===== config.mk =====
export PLATFORM = sky130hd
export DESIGN_NAME = imhq_ctrl
export DESIGN_NICKNAME = d
export VERILOG_FILES = /design/src/hw/rtl/indexed_min_heap_queue_macros.svh /design/src/hw/rtl/imhq_pkg.sv /design/src/hw/rtl/imhq_ctrl.sv
export SDC_FILE = /design/constraint.sdc
export NUM_CORES = 1
export LEC_CHECK = 0
export BUFFER_PORTS_ARGS = -buffer_cell sky130_fd_sc_hd__buf_4
export CORE_ASPECT_RATIO = 0.8
export CORE_MARGIN = 8
export CORE_UTILIZATION = 56
export DETAILED_ROUTE_END_ITERATION = 8
export PLACE_DENSITY = 0.87
export SLEW_MARGIN = 20
export SYNTH_ARGS = -nofsm -noshare
export SYNTH_HDL_FRONTEND = slang
export SYNTH_SLANG_ARGS = --single-unit

===== constraint.sdc =====
create_clock -name aclk -period 2.65 [get_ports aclk]
set_clock_uncertainty 0.2 [all_clocks]
set_input_delay 0.1325 -clock aclk [delete_from_list [all_inputs] [get_ports aclk]]
set_output_delay 0.1325 -clock aclk [all_outputs]
set_load 0.05 [all_outputs]

===== src/hw/rtl/indexed_min_heap_queue_macros.svh =====
// assertion macros for the indexed min-heap queue
`ifndef INDEXED_MIN_HEAP_QUEUE_MACROS_SVH
`define INDEXED_MIN_HEAP_QUEUE_MACROS_SVH

// same-cycle implication, checked out of reset
`define IMHQ_ASSERT_IMPL(label, ante, cons) \
    label: assert property (@(posedge aclk) disable iff (!aresetn) (ante) |-> (cons)) \
        else $error("heap queue check failed");

// next-cycle implication, checked out of reset
`define IMHQ_ASSERT_NEXT(label, ante, cons) \
    label: assert property (@(posedge aclk) disable iff (!aresetn) (ante) |=> (cons)) \
        else $error("heap queue check failed");

`endif


===== src/hw/rtl/imhq_pkg.sv =====
// shared types, codes and helpers for the indexed min-heap queue
package imhq_pkg;

    localparam int HEAP_CAPACITY = 256;
    localparam int ADDR_W        = $clog2(HEAP_CAPACITY);
    localparam int SLOT_W        = 9;
    localparam int CHD_W         = SLOT_W + 1;

    // operation codes
    localparam logic [2:0] FN_INSERT  = 3'd0;
    localparam logic [2:0] FN_EXTRACT = 3'd1;
    localparam logic [2:0] FN_POP     = 3'd2;
    localparam logic [2:0] FN_UPDATE  = 3'd3;
    localparam logic [2:0] FN_PEEK    = 3'd4;
    localparam logic [2:0] FN_FIND    = 3'd5;
    localparam logic [2:0] FN_READ    = 3'd6;
    localparam logic [2:0] FN_CLEAR   = 3'd7;

    // status codes
    localparam logic [2:0] ST_OK       = 3'd0;
    localparam logic [2:0] ST_EMPTY    = 3'd1;
    localparam logic [2:0] ST_FULL     = 3'd2;
    localparam logic [2:0] ST_NOTFOUND = 3'd3;
    localparam logic [2:0] ST_BADSLOT  = 3'd4;

    typedef struct packed {
        logic [31:0] id;
        logic [31:0] key;
        logic [31:0] mp;
        logic [31:0] lp;
        logic [31:0] pay;
    } entry_t;

    typedef enum logic [2:0] {
        RD_NONE, RD_ROOT, RD_SLOT, RD_LAST, RD_PARENT, RD_CHD, RD_CHD1, RD_POS
    } rd_sel_t;

    typedef enum logic [4:0] {
        A_NONE, A_LOAD, A_FAIL, A_CLEAR, A_INS_START, A_UP_MOVE, A_UP_PLACE,
        A_ROOT_RES, A_EXT_LAST, A_POP_START, A_UPD_START, A_DN_C1, A_DN_C2,
        A_DN_MOVE, A_DN_PLACE, A_PEEK_RES, A_READ_RES, A_SCAN_START, A_SCAN_STEP
    } act_t;

    typedef struct packed {
        rd_sel_t    rd;
        act_t       act;
        logic [2:0] st;
        logic       out_load;
    } cmd_t;

    typedef struct packed {
        logic [2:0] func;
        logic       occ_zero;
        logic       occ_full;
        logic       slot_bad;
        logic       pos_gt1;
        logic       up_less;
        logic       chd_gt_occ;
        logic       chd_lt_occ;
        logic       cand_less;
        logic       id_match;
        logic       scan_end;
    } flags_t;

    // signed Q16.16 key compare
    function automatic logic key_less(input logic [31:0] a, input logic [31:0] b);
        return $signed(a) < $signed(b);
    endfunction

endpackage


===== src/hw/rtl/imhq_ctrl.sv =====
// operation sequencer and handshake control for the heap queue
module imhq_ctrl (
    input  logic               aclk,
    input  logic               aresetn,
    input  logic               s_valid,
    output logic               s_ready,
    output logic               m_valid,
    input  logic               m_ready,
    input  imhq_pkg::flags_t   flags,
    output imhq_pkg::cmd_t     cmd
);

    typedef enum logic [4:0] {
        S_IDLE, S_DISPATCH, S_EXT_R, S_EXT_L, S_POP_R, S_POP_S, S_UPD_R,
        S_PEEK_R, S_READ_R, S_UP_CHK, S_UP_CMP, S_DN_CHK, S_DN_C1, S_DN_C2,
        S_DN_DEC, S_SCAN_CHK, S_SCAN_CMP, S_DONE
    } state_t;

    state_t state_reg, state_next;
    logic   mvalid_reg, mvalid_next;
    logic   out_free;

    assign out_free = !mvalid_reg || m_ready;
    assign s_ready  = (state_reg == S_IDLE);
    assign m_valid  = mvalid_reg;

    // next state and command decode
    always_comb begin
        state_next   = state_reg;
        mvalid_next  = mvalid_reg && !m_ready;
        cmd.rd       = imhq_pkg::RD_NONE;
        cmd.act      = imhq_pkg::A_NONE;
        cmd.st       = imhq_pkg::ST_OK;
        cmd.out_load = 1'b0;
        unique case (state_reg)
            S_IDLE: begin
                if (s_valid) begin
                    cmd.act    = imhq_pkg::A_LOAD;
                    state_next = S_DISPATCH;
                end
            end
            S_DISPATCH: begin
                state_next = S_DONE;
                unique case (flags.func) inside
                    imhq_pkg::FN_INSERT: begin
                        if (flags.occ_full) begin
                            cmd.act = imhq_pkg::A_FAIL;
                            cmd.st  = imhq_pkg::ST_FULL;
                        end else begin
                            cmd.act    = imhq_pkg::A_INS_START;
                            state_next = S_UP_CHK;
                        end
                    end
                    imhq_pkg::FN_EXTRACT, imhq_pkg::FN_POP, imhq_pkg::FN_PEEK: begin
                        if (flags.occ_zero) begin
                            cmd.act = imhq_pkg::A_FAIL;
                            cmd.st  = imhq_pkg::ST_EMPTY;
                        end else begin
                            cmd.rd = imhq_pkg::RD_ROOT;
                            if (flags.func == imhq_pkg::FN_EXTRACT) begin
                                state_next = S_EXT_R;
                            end else if (flags.func == imhq_pkg::FN_POP) begin
                                state_next = S_POP_R;
                            end else begin
                                state_next = S_PEEK_R;
                            end
                        end
                    end
                    imhq_pkg::FN_UPDATE, imhq_pkg::FN_READ: begin
                        if (flags.slot_bad) begin
                            cmd.act = imhq_pkg::A_FAIL;
                            cmd.st  = imhq_pkg::ST_BADSLOT;
                        end else begin
                            cmd.rd     = imhq_pkg::RD_SLOT;
                            state_next = (flags.func == imhq_pkg::FN_UPDATE) ? S_UPD_R
                                                                             : S_READ_R;
                        end
                    end
                    imhq_pkg::FN_FIND: begin
                        cmd.act    = imhq_pkg::A_SCAN_START;
                        state_next = S_SCAN_CHK;
                    end
                    default: begin
                        cmd.act = imhq_pkg::A_CLEAR;
                    end
                endcase
            end
            S_EXT_R: begin
                cmd.act    = imhq_pkg::A_ROOT_RES;
                cmd.rd     = imhq_pkg::RD_LAST;
                state_next = S_EXT_L;
            end
            S_EXT_L: begin
                cmd.act    = imhq_pkg::A_EXT_LAST;
                state_next = S_DN_CHK;
            end
            S_POP_R: begin
                cmd.act    = imhq_pkg::A_ROOT_RES;
                state_next = S_POP_S;
            end
            S_POP_S: begin
                cmd.act    = imhq_pkg::A_POP_START;
                state_next = S_DN_CHK;
            end
            S_UPD_R: begin
                cmd.act    = imhq_pkg::A_UPD_START;
                state_next = S_DN_CHK;
            end
            S_PEEK_R: begin
                cmd.act    = imhq_pkg::A_PEEK_RES;
                state_next = S_DONE;
            end
            S_READ_R: begin
                cmd.act    = imhq_pkg::A_READ_RES;
                state_next = S_DONE;
            end
            // sift up: one parent read and compare per level
            S_UP_CHK: begin
                if (flags.pos_gt1) begin
                    cmd.rd     = imhq_pkg::RD_PARENT;
                    state_next = S_UP_CMP;
                end else begin
                    cmd.act    = imhq_pkg::A_UP_PLACE;
                    state_next = S_DONE;
                end
            end
            S_UP_CMP: begin
                if (flags.up_less) begin
                    cmd.act    = imhq_pkg::A_UP_MOVE;
                    state_next = S_UP_CHK;
                end else begin
                    cmd.act    = imhq_pkg::A_UP_PLACE;
                    state_next = S_DONE;
                end
            end
            // sift down: read the left child and the right one if present, pick the smaller, then move or place
            S_DN_CHK: begin
                if (flags.chd_gt_occ) begin
                    cmd.act    = imhq_pkg::A_DN_PLACE;
                    state_next = S_DONE;
                end else begin
                    cmd.rd     = imhq_pkg::RD_CHD;
                    state_next = S_DN_C1;
                end
            end
            S_DN_C1: begin
                cmd.act = imhq_pkg::A_DN_C1;
                if (flags.chd_lt_occ) begin
                    cmd.rd     = imhq_pkg::RD_CHD1;
                    state_next = S_DN_C2;
                end else begin
                    state_next = S_DN_DEC;
                end
            end
            S_DN_C2: begin
                cmd.act    = imhq_pkg::A_DN_C2;
                state_next = S_DN_DEC;
            end
            S_DN_DEC: begin
                if (flags.cand_less) begin
                    cmd.act    = imhq_pkg::A_DN_MOVE;
                    state_next = S_DN_CHK;
                end else begin
                    cmd.act    = imhq_pkg::A_DN_PLACE;
                    state_next = S_DONE;
                end
            end
            // id search over occupied slots, lowest first
            S_SCAN_CHK: begin
                if (flags.scan_end) begin
                    cmd.act    = imhq_pkg::A_FAIL;
                    cmd.st     = imhq_pkg::ST_NOTFOUND;
                    state_next = S_DONE;
                end else begin
                    cmd.rd     = imhq_pkg::RD_POS;
                    state_next = S_SCAN_CMP;
                end
            end
            S_SCAN_CMP: begin
                cmd.act    = imhq_pkg::A_SCAN_STEP;
                state_next = flags.id_match ? S_DONE : S_SCAN_CHK;
            end
            S_DONE: begin
                if (out_free) begin
                    cmd.out_load = 1'b1;
                    mvalid_next  = 1'b1;
                    state_next   = S_IDLE;
                end
            end
            default: state_next = S_IDLE;
        endcase
    end

    // state and result valid
    always_ff @(posedge aclk) begin
        if (!aresetn) begin
            state_reg  <= S_IDLE;
            mvalid_reg <= 1'b0;
        end else begin
            state_reg  <= state_next;
            mvalid_reg <= mvalid_next;
        end
    end

endmodule


==> flow_metrics.env, run 1 <==
export IMPL_report_final_setup_viol=0
export IMPL_met2_usage_pct=32.12
export IMPL_hold_class="in -> reg"
export IMPL_synth_seq_cells=6
export IMPL_clock_latency_ns=0.23
export IMPL_wl_um=3615
export IMPL_cts_max_level=1
export IMPL_postSynth_asyncResetShare_pct=0
export IMPL_worstSetupPathType="reg -> out"
export IMPL_final_common_cell="buf_4"
export IMPL_tightest_slew_ns=0.5551
export IMPL_cp_required_ns=2.32
export IMPL_met1_usage_pct=26.84
export IMPL_cp_num_cells=5
export IMPL_r2r_cells=5
export IMPL_synth_edf_count=0
export IMPL_min_path_cells=3
export IMPL_post_place_cells=216
export IMPL_tns_ns=0
export IMPL_grt_first_pass_wirelength_um=6175
export IMPL_p_total_mw=1.610
export IMPL_p_comb_share_pct=79.1
export IMPL_grt_total_usage_pct=19.72
export IMPL_cts_num_sinks=6
export IMPL_drive_gt1_share_pct=24.49
export IMPL_maxSlewViolCount=0
export IMPL_num_vias=1422
export IMPL_place_area_um2=1315
export IMPL_ys_flop_type="dfxtp_1"
export IMPL_critical_path_slowest_cell="dfxtp_1"
export IMPL_fin_cells=220
export IMPL_most_common_layout_cells="buf_4, nor2_1, nand2_1"
export IMPL_slowest_delay_ns=0.66
export IMPL_wl_per_cell_um=16.43
export IMPL_dp_slack_ns=0.4199
export IMPL_period_share_pct=92.77
export IMPL_vdd_ir_drop_worst_uv=989.8
export IMPL_io_buffers=30
export IMPL_cts_clk_slew_worst_paths_ns=0.04
export IMPL_ant_nets=0
export IMPL_busiest_layer="met2"
export IMPL_fp_dieArea_um2=3647
export IMPL_rsz0062_at_grt="false"
export IMPL_start_util_pct=58.68
export IMPL_clock_fmax_mhz=406.8
export IMPL_tritoncts="built"
export IMPL_setup_ws_ns=0.1915
export IMPL_path_buf_inv=1
export IMPL_die_w_um=65.55
export IMPL_cts_buffers=3
export IMPL_post_cts_setup_buffer_count=0
export IMPL_floorplan_rows=14
export IMPL_internal_power_mw=0.6260
export IMPL_die_height_um=55.64
export IMPL_diodes=0
export IMPL_drc=0
export IMPL_critPathArrivalTime_ns=2.13
export IMPL_first_pass_iters=5
export IMPL_whs_ns=0.06763
export IMPL_syn_area_per_cell_um2=6.394
export IMPL_switchingPower_mw=0.9842
export IMPL_sw_frac_of_total_pct=61.12
export IMPL_cts_path_max_buffers=2
export IMPL_startpoint_type="register"
export IMPL_worstSetupEndpointType="output port"
export IMPL_synth_cell_types=49
export IMPL_seqPwrFrac_pct=16.0
export IMPL_cts_root_buf="clkbuf_4"
export IMPL_hold_viol_final=0
export IMPL_grt_use_met3_pct=1.811
export IMPL_num_nets_final=215
export IMPL_finalInstanceArea_um2=1349
export IMPL_syn_inst=172
export IMPL_synth_area_um2=1100
export IMPL_antenna_found_initial=0
export IMPL_grt_max_degree=17
export IMPL_syn_num_nets=189
export IMPL_hpwl_um=2842
export IMPL_cap_violations=0
export IMPL_fin_crit_ns=2.458
export IMPL_grt_pass1_vias=1333
export IMPL_status="finished, final reports clean"
export IMPL_overflow=0
export IMPL_power_density_nw_per_um2=1194
export IMPL_cpLargestDelayFamily="simple AND/OR/NAND/NOR gates"
export IMPL_synth_seq_area_share_pct=10.92
export IMPL_gp_congestion=1.049
export IMPL_nFillCells=165
export IMPL_largest_register_ffs=5
export IMPL_syn_to_final_growth_pct=22.64
export IMPL_core_um2=1874
export IMPL_cp_max_fo=16
export IMPL_slew_limit_headroom_pct=62.95
export IMPL_p_leak_nw=0.5773
export IMPL_avgViaCountPerCell=6.464
export IMPL_pwr_share_clk_pct=4.9
export IMPL_yosysWarnings=0
export IMPL_drt_first_iter_violations=134
export IMPL_crit_chain="nor2b_1 -> a22oi_1 -> o32ai_1 -> or4_1 -> buf_4"
export IMPL_io_pins=31
export IMPL_post_route_util_pct=71.96
==> synthesized netlist by cell type, drive strengths merged, types with 2 or more instances <==
library cell	instances	area (um^2)
or3	3	18.77
nand3	11	55.05
a31oi	3	18.77
xor2	4	35.03
inv	8	30.03
o211ai	5	37.54
nand4	3	18.77
o31a	4	35.03
and3	3	18.77
o32ai	4	35.03
nor2b	5	31.28
nor3	4	20.02
dfxtp	6	120.1
a211oi	2	15.01
nand2b	4	25.02
nor2	19	76.32
a21oi	14	73.82
or4	2	18.77
o21ai	11	55.05
clkbuf	4	15.01
buf	13	77.57
mux2i	2	20.02
nand2	17	66.32
a22oi	2	15.01
==> logic make-up after synthesis <==
kind of cell	count (synthesis)	synth area share, %
AND/OR/NAND/NOR	77	36.18
adder cells (fa/ha/maj)	1	1.024
XOR/XNOR	5	3.982
buffers and inverters	25	11.15
multiplexers	2	1.820
flip-flops	6	10.92
AO/OA/AOI/OAI	56	34.93
==> power groups by stage <==
stage / Sequential [mW] / Clock, mW / Combinational (mW)
6_report: 0.257 / 0.0786 / 1.27
5_1_grt: 0.266 / 0.0857 / 1.37
4_1_cts: 0.248 / 0.0818 / 1.26
3_5_place_dp: 0.249 / 0 / 1.26
3_3_place_gp: 0.244 / 0 / 1.24
2_1_floorplan: 0.154 / 0 / 1.02
==> layout make-up <==
cell class                      count  area, um^2  share of cell area (%)
Sequential cell                     6       121.4                   8.998
Inverter                            8       30.03                   2.226
Timing Repair Buffer               38       287.8                   21.34
Clock buffer                        3       22.52                   1.670
Tap cell                           24       30.03                   2.226
Multi-Input combinational cell    141       857.1                   63.54
==> metal layers <==
| layer | routed length (um) | share of wire, % | vias up |
|---|---|---|---|
| met5 | 0 | 0 | - |
| met4 | 20 | 0.55 | 0 |
| met3 | 346 | 9.6 | 4 |
| met2 | 1740 | 48 | 94 |
| met1 | 1508 | 42 | 642 |
| li1 | - | - | 682 |
==> timing repair <==
item | 4_1_cts | 5_1_grt
setup endpoints to repair | 0 | 1
hold buffers | 1 | 0
endpoints found under the hold margin | 6 | 0
resized for setup | 0 | 1
==> path summary, 6_finish.rpt <==
| path | startpoint | end | slack (ns) |
|---|---|---|---|
| setup / recovery | state_reg[0]$_SDFFE_PN0P_ | cmd[5] | 0.19 |
| hold / removal | s_valid | state_reg[0]$_SDFFE_PN0P_ | 0.07 |
| setup reg to reg | state_reg[0]$_SDFFE_PN0P_ | state_reg[1]$_SDFFE_PN0P_ | 0.64 |
| hold reg to reg | m_valid$_SDFF_PN0_ | m_valid$_SDFF_PN0_ | 0.39 |
==> worst min-delay path: stages <==
cell	delay (ns)
buf_4	0.09
o221ai_1	0.11
a21oi_1	0.12
Note: power is estimated with default switching activity, not from simulation.
==> inputs of run 2 (changes only) <==
--- a/config.mk
+++ b/config.mk
@@ -8,9 +8,9 @@
 export BUFFER_PORTS_ARGS = -buffer_cell sky130_fd_sc_hd__buf_4
 export CORE_ASPECT_RATIO = 0.8
 export CORE_MARGIN = 8
-export CORE_UTILIZATION = 56
+export CORE_UTILIZATION = 52
 export DETAILED_ROUTE_END_ITERATION = 8
-export PLACE_DENSITY = 0.87
+export PLACE_DENSITY = 0.82
 export SLEW_MARGIN = 20
 export SYNTH_ARGS = -nofsm -noshare
 export SYNTH_HDL_FRONTEND = slang
==> constraint.sdc (replaced) <==
create_clock -name aclk -period 2.28 [get_ports aclk]
set_clock_uncertainty 0.2 [all_clocks]
set_input_delay 0.114 -clock aclk [delete_from_list [all_inputs] [get_ports aclk]]
set_output_delay 0.114 -clock aclk [all_outputs]
set_load 0.05 [all_outputs]
==> run 2 against run 1 <==
Against the previous run:
- sequential power about the same
- die area rose by 5.6%
- final cell count up 2.7%
- wire length rose by 4.2%
- flip-flop and latch count did not move
- clock power up 27%
- global-route usage is 0.57 points lower
- first-iteration DRC count grew 10%
- critical path depth rose by 2
- register-to-register slack worse by 0.38 ns
- sequential share of layout area hardly changed
- highest routed layer unchanged
==> flow_metrics.env, run 2 (same netlist as run 1, synthesis figures left out) <==
export IMPL_status="finished, final reports clean"
export IMPL_avgViaCountPerCell=6.345
export IMPL_wl_met3_um=413
export IMPL_drive_gt1_share_pct=27.86
export IMPL_crit_chain="buf_4 -> nand2_1 -> nor2_1 -> a21oi_1 -> o32ai_1 -> or4_1 -> buf_4"
export IMPL_num_nets_final=220
export IMPL_io_buffers=30
export IMPL_largest_register_ffs=5
export IMPL_dr_max_layer_used="met4"
export IMPL_tightest_slew_ns=0.5682
export IMPL_grt_total_usage_pct=19.16
export IMPL_overflow=0
export IMPL_drt_first_iter_violations=148
export IMPL_cts_num_sinks=6
export IMPL_cp_max_fo=17
export IMPL_die_height_um=57.14
export IMPL_setup_ws_ns=0.08447
export IMPL_cap_violations=0
export IMPL_post_cts_setup_buffer_count=0
export IMPL_floorplan_rows=15
export IMPL_cts_buffers=3
export IMPL_maxSlewViolCount=0
export IMPL_drc=0
export IMPL_worstSetupEndpointType="output port"
export IMPL_hold_viol_final=0
export IMPL_syn_to_final_growth_pct=26.51
export IMPL_seqPwrFrac_pct=13.0
export IMPL_hpwl_um=2956
export IMPL_cts_root_buf="clkbuf_4"
export IMPL_slew_limit_headroom_pct=61.14
export IMPL_die_w_um=67.42
export IMPL_met2_length_um=1683
export IMPL_dp_slack_ns=0.2294
export IMPL_fin_crit_ns=2.196
export IMPL_critical_path_slowest_cell="or4_1"
export IMPL_io_pins=31
export IMPL_critPathArrivalTime_ns=1.88
export IMPL_p_comb_share_pct=81.9
export IMPL_report_final_setup_viol=0
export IMPL_wl_met1_um=1620
export IMPL_wl_um=3767
export IMPL_most_common_layout_cells="buf_4, nor2_1, nand2_1"
export IMPL_worstSetupPathType="reg -> out"
export IMPL_cts_clk_slew_worst_paths_ns=0.05
export IMPL_period_share_pct=96.29
export IMPL_num_vias=1434
export IMPL_crit_top_cell="buf_4"
export IMPL_cts_path_max_buffers=2
export IMPL_wl_per_cell_um=16.67
export IMPL_cts_max_level=1
export IMPL_nFillCells=199
export IMPL_cp_required_ns=1.97
export IMPL_grt_max_degree=18
export IMPL_power_density_nw_per_um2=1411
export IMPL_rrSetupSlack_ns=0.26
export IMPL_sw_frac_of_total_pct=59.76
export IMPL_internal_power_mw=0.7898
export IMPL_core_um2=2083
export IMPL_pwr_share_clk_pct=5.1
export IMPL_final_common_cell="buf_4"
export IMPL_antenna_found_initial=0
export IMPL_tns_ns=0
export IMPL_tritoncts="built"
export IMPL_grt_pass1_vias=1279
export IMPL_rsz0062_at_grt="false"
export IMPL_vdd_ir_drop_worst_uv=1086
export IMPL_ant_nets=0
export IMPL_first_pass_iters=5
export IMPL_switchingPower_mw=1.173
export IMPL_clock_latency_ns=0.25
export IMPL_diodes=0
export IMPL_fp_dieArea_um2=3852
export IMPL_p_leak_nw=0.6041
export IMPL_clock_fmax_mhz=455.5
export IMPL_startpoint_type="register"
export IMPL_grt_first_pass_wirelength_um=6016
export IMPL_start_util_pct=52.79
export IMPL_hold_class="in -> reg"
export IMPL_slowest_delay_ns=0.41
export IMPL_gp_congestion=0.9657
[run 2: power by group through the flow]
| stage | logic, mW | registers [mW] | clock network (mW) |
|---|---|---|---|
| floorplan | 1.19 | 0.179 | 0 |
| global placement | 1.58 | 0.241 | 0 |
| detailed placement | 1.58 | 0.244 | 0 |
| CTS | 1.59 | 0.244 | 0.100 |
| global route | 1.71 | 0.263 | 0.102 |
| finish | 1.61 | 0.255 | 0.0999 |
[run 2: layout make-up]
class                   instances  area [um^2]  share of cell area, %
flip-flops and latches          6        125.1                  8.993
clock buffers                   3        22.52                  1.619
well taps                      25        31.28                  2.248
inverters                       8        30.03                  2.158
repair buffers                 43        325.3                  23.38
multi-input cells             141        857.1                  61.60
[run 2: what timing repair did]
item,4_1_cts,5_1_grt
gates resized for setup,1,3
endpoints found under the hold margin,6,0
endpoints found under the setup margin,2,5
hold buffers,1,0
[run 2: layer usage]
layer | GRT usage (%) | vias to the layer above
li1 | - | 694
met1 | 26.70 | 644
met2 | 29.70 | 87
met3 | 3.320 | 9
met4 | 3.869 | 0
met5 | 0 | -
[run 2: worst paths after layout]
| check | from | to | cells past startpoint |
|---|---|---|---|
| setup reg to reg | state_reg[4]$_SDFFE_PN0P_ | state_reg[2]$_SDFFE_PN0P_ | 6 |
| hold / removal | m_ready | m_valid$_SDFF_PN0_ | 3 |
| setup / recovery | state_reg[0]$_SDFFE_PN0P_ | cmd[5] | 7 |
| hold reg to reg | m_valid$_SDFF_PN0_ | m_valid$_SDFF_PN0_ | 2 |
[run 2: per-stage QoR]
step | utilization (%) | area, um^2 | total power [mW] | instances | hold WS [ns]
6_report | 66.79 | 1391 | 1.963 | 226 | 0.03701
5_1_grt | 66.79 | 1391 | 2.075 | 226 | 0.09291
4_1_cts | 66.61 | 1388 | 1.935 | 226 | 0.04040
3_5_place_dp | 64.99 | 1354 | 1.827 | 222 | 0.1944
3_3_place_gp | 64.99 | 1354 | 1.823 | 222 | 0.1838
2_1_floorplan | - | 1100 | 1.370 | 172 | 0.04191
[run 2: worst max-delay path, delay by kind of cell, from the launching register on]
| kind | cells | cell delay [ns] |
|---|---|---|
| and+or+nand+nor | 3 | 0.64 |
| buffers and inverters | 2 | 0.42 |
| DFF | 1 | 0.35 |
| AOI/OAI and AO/OA | 2 | 0.23 |
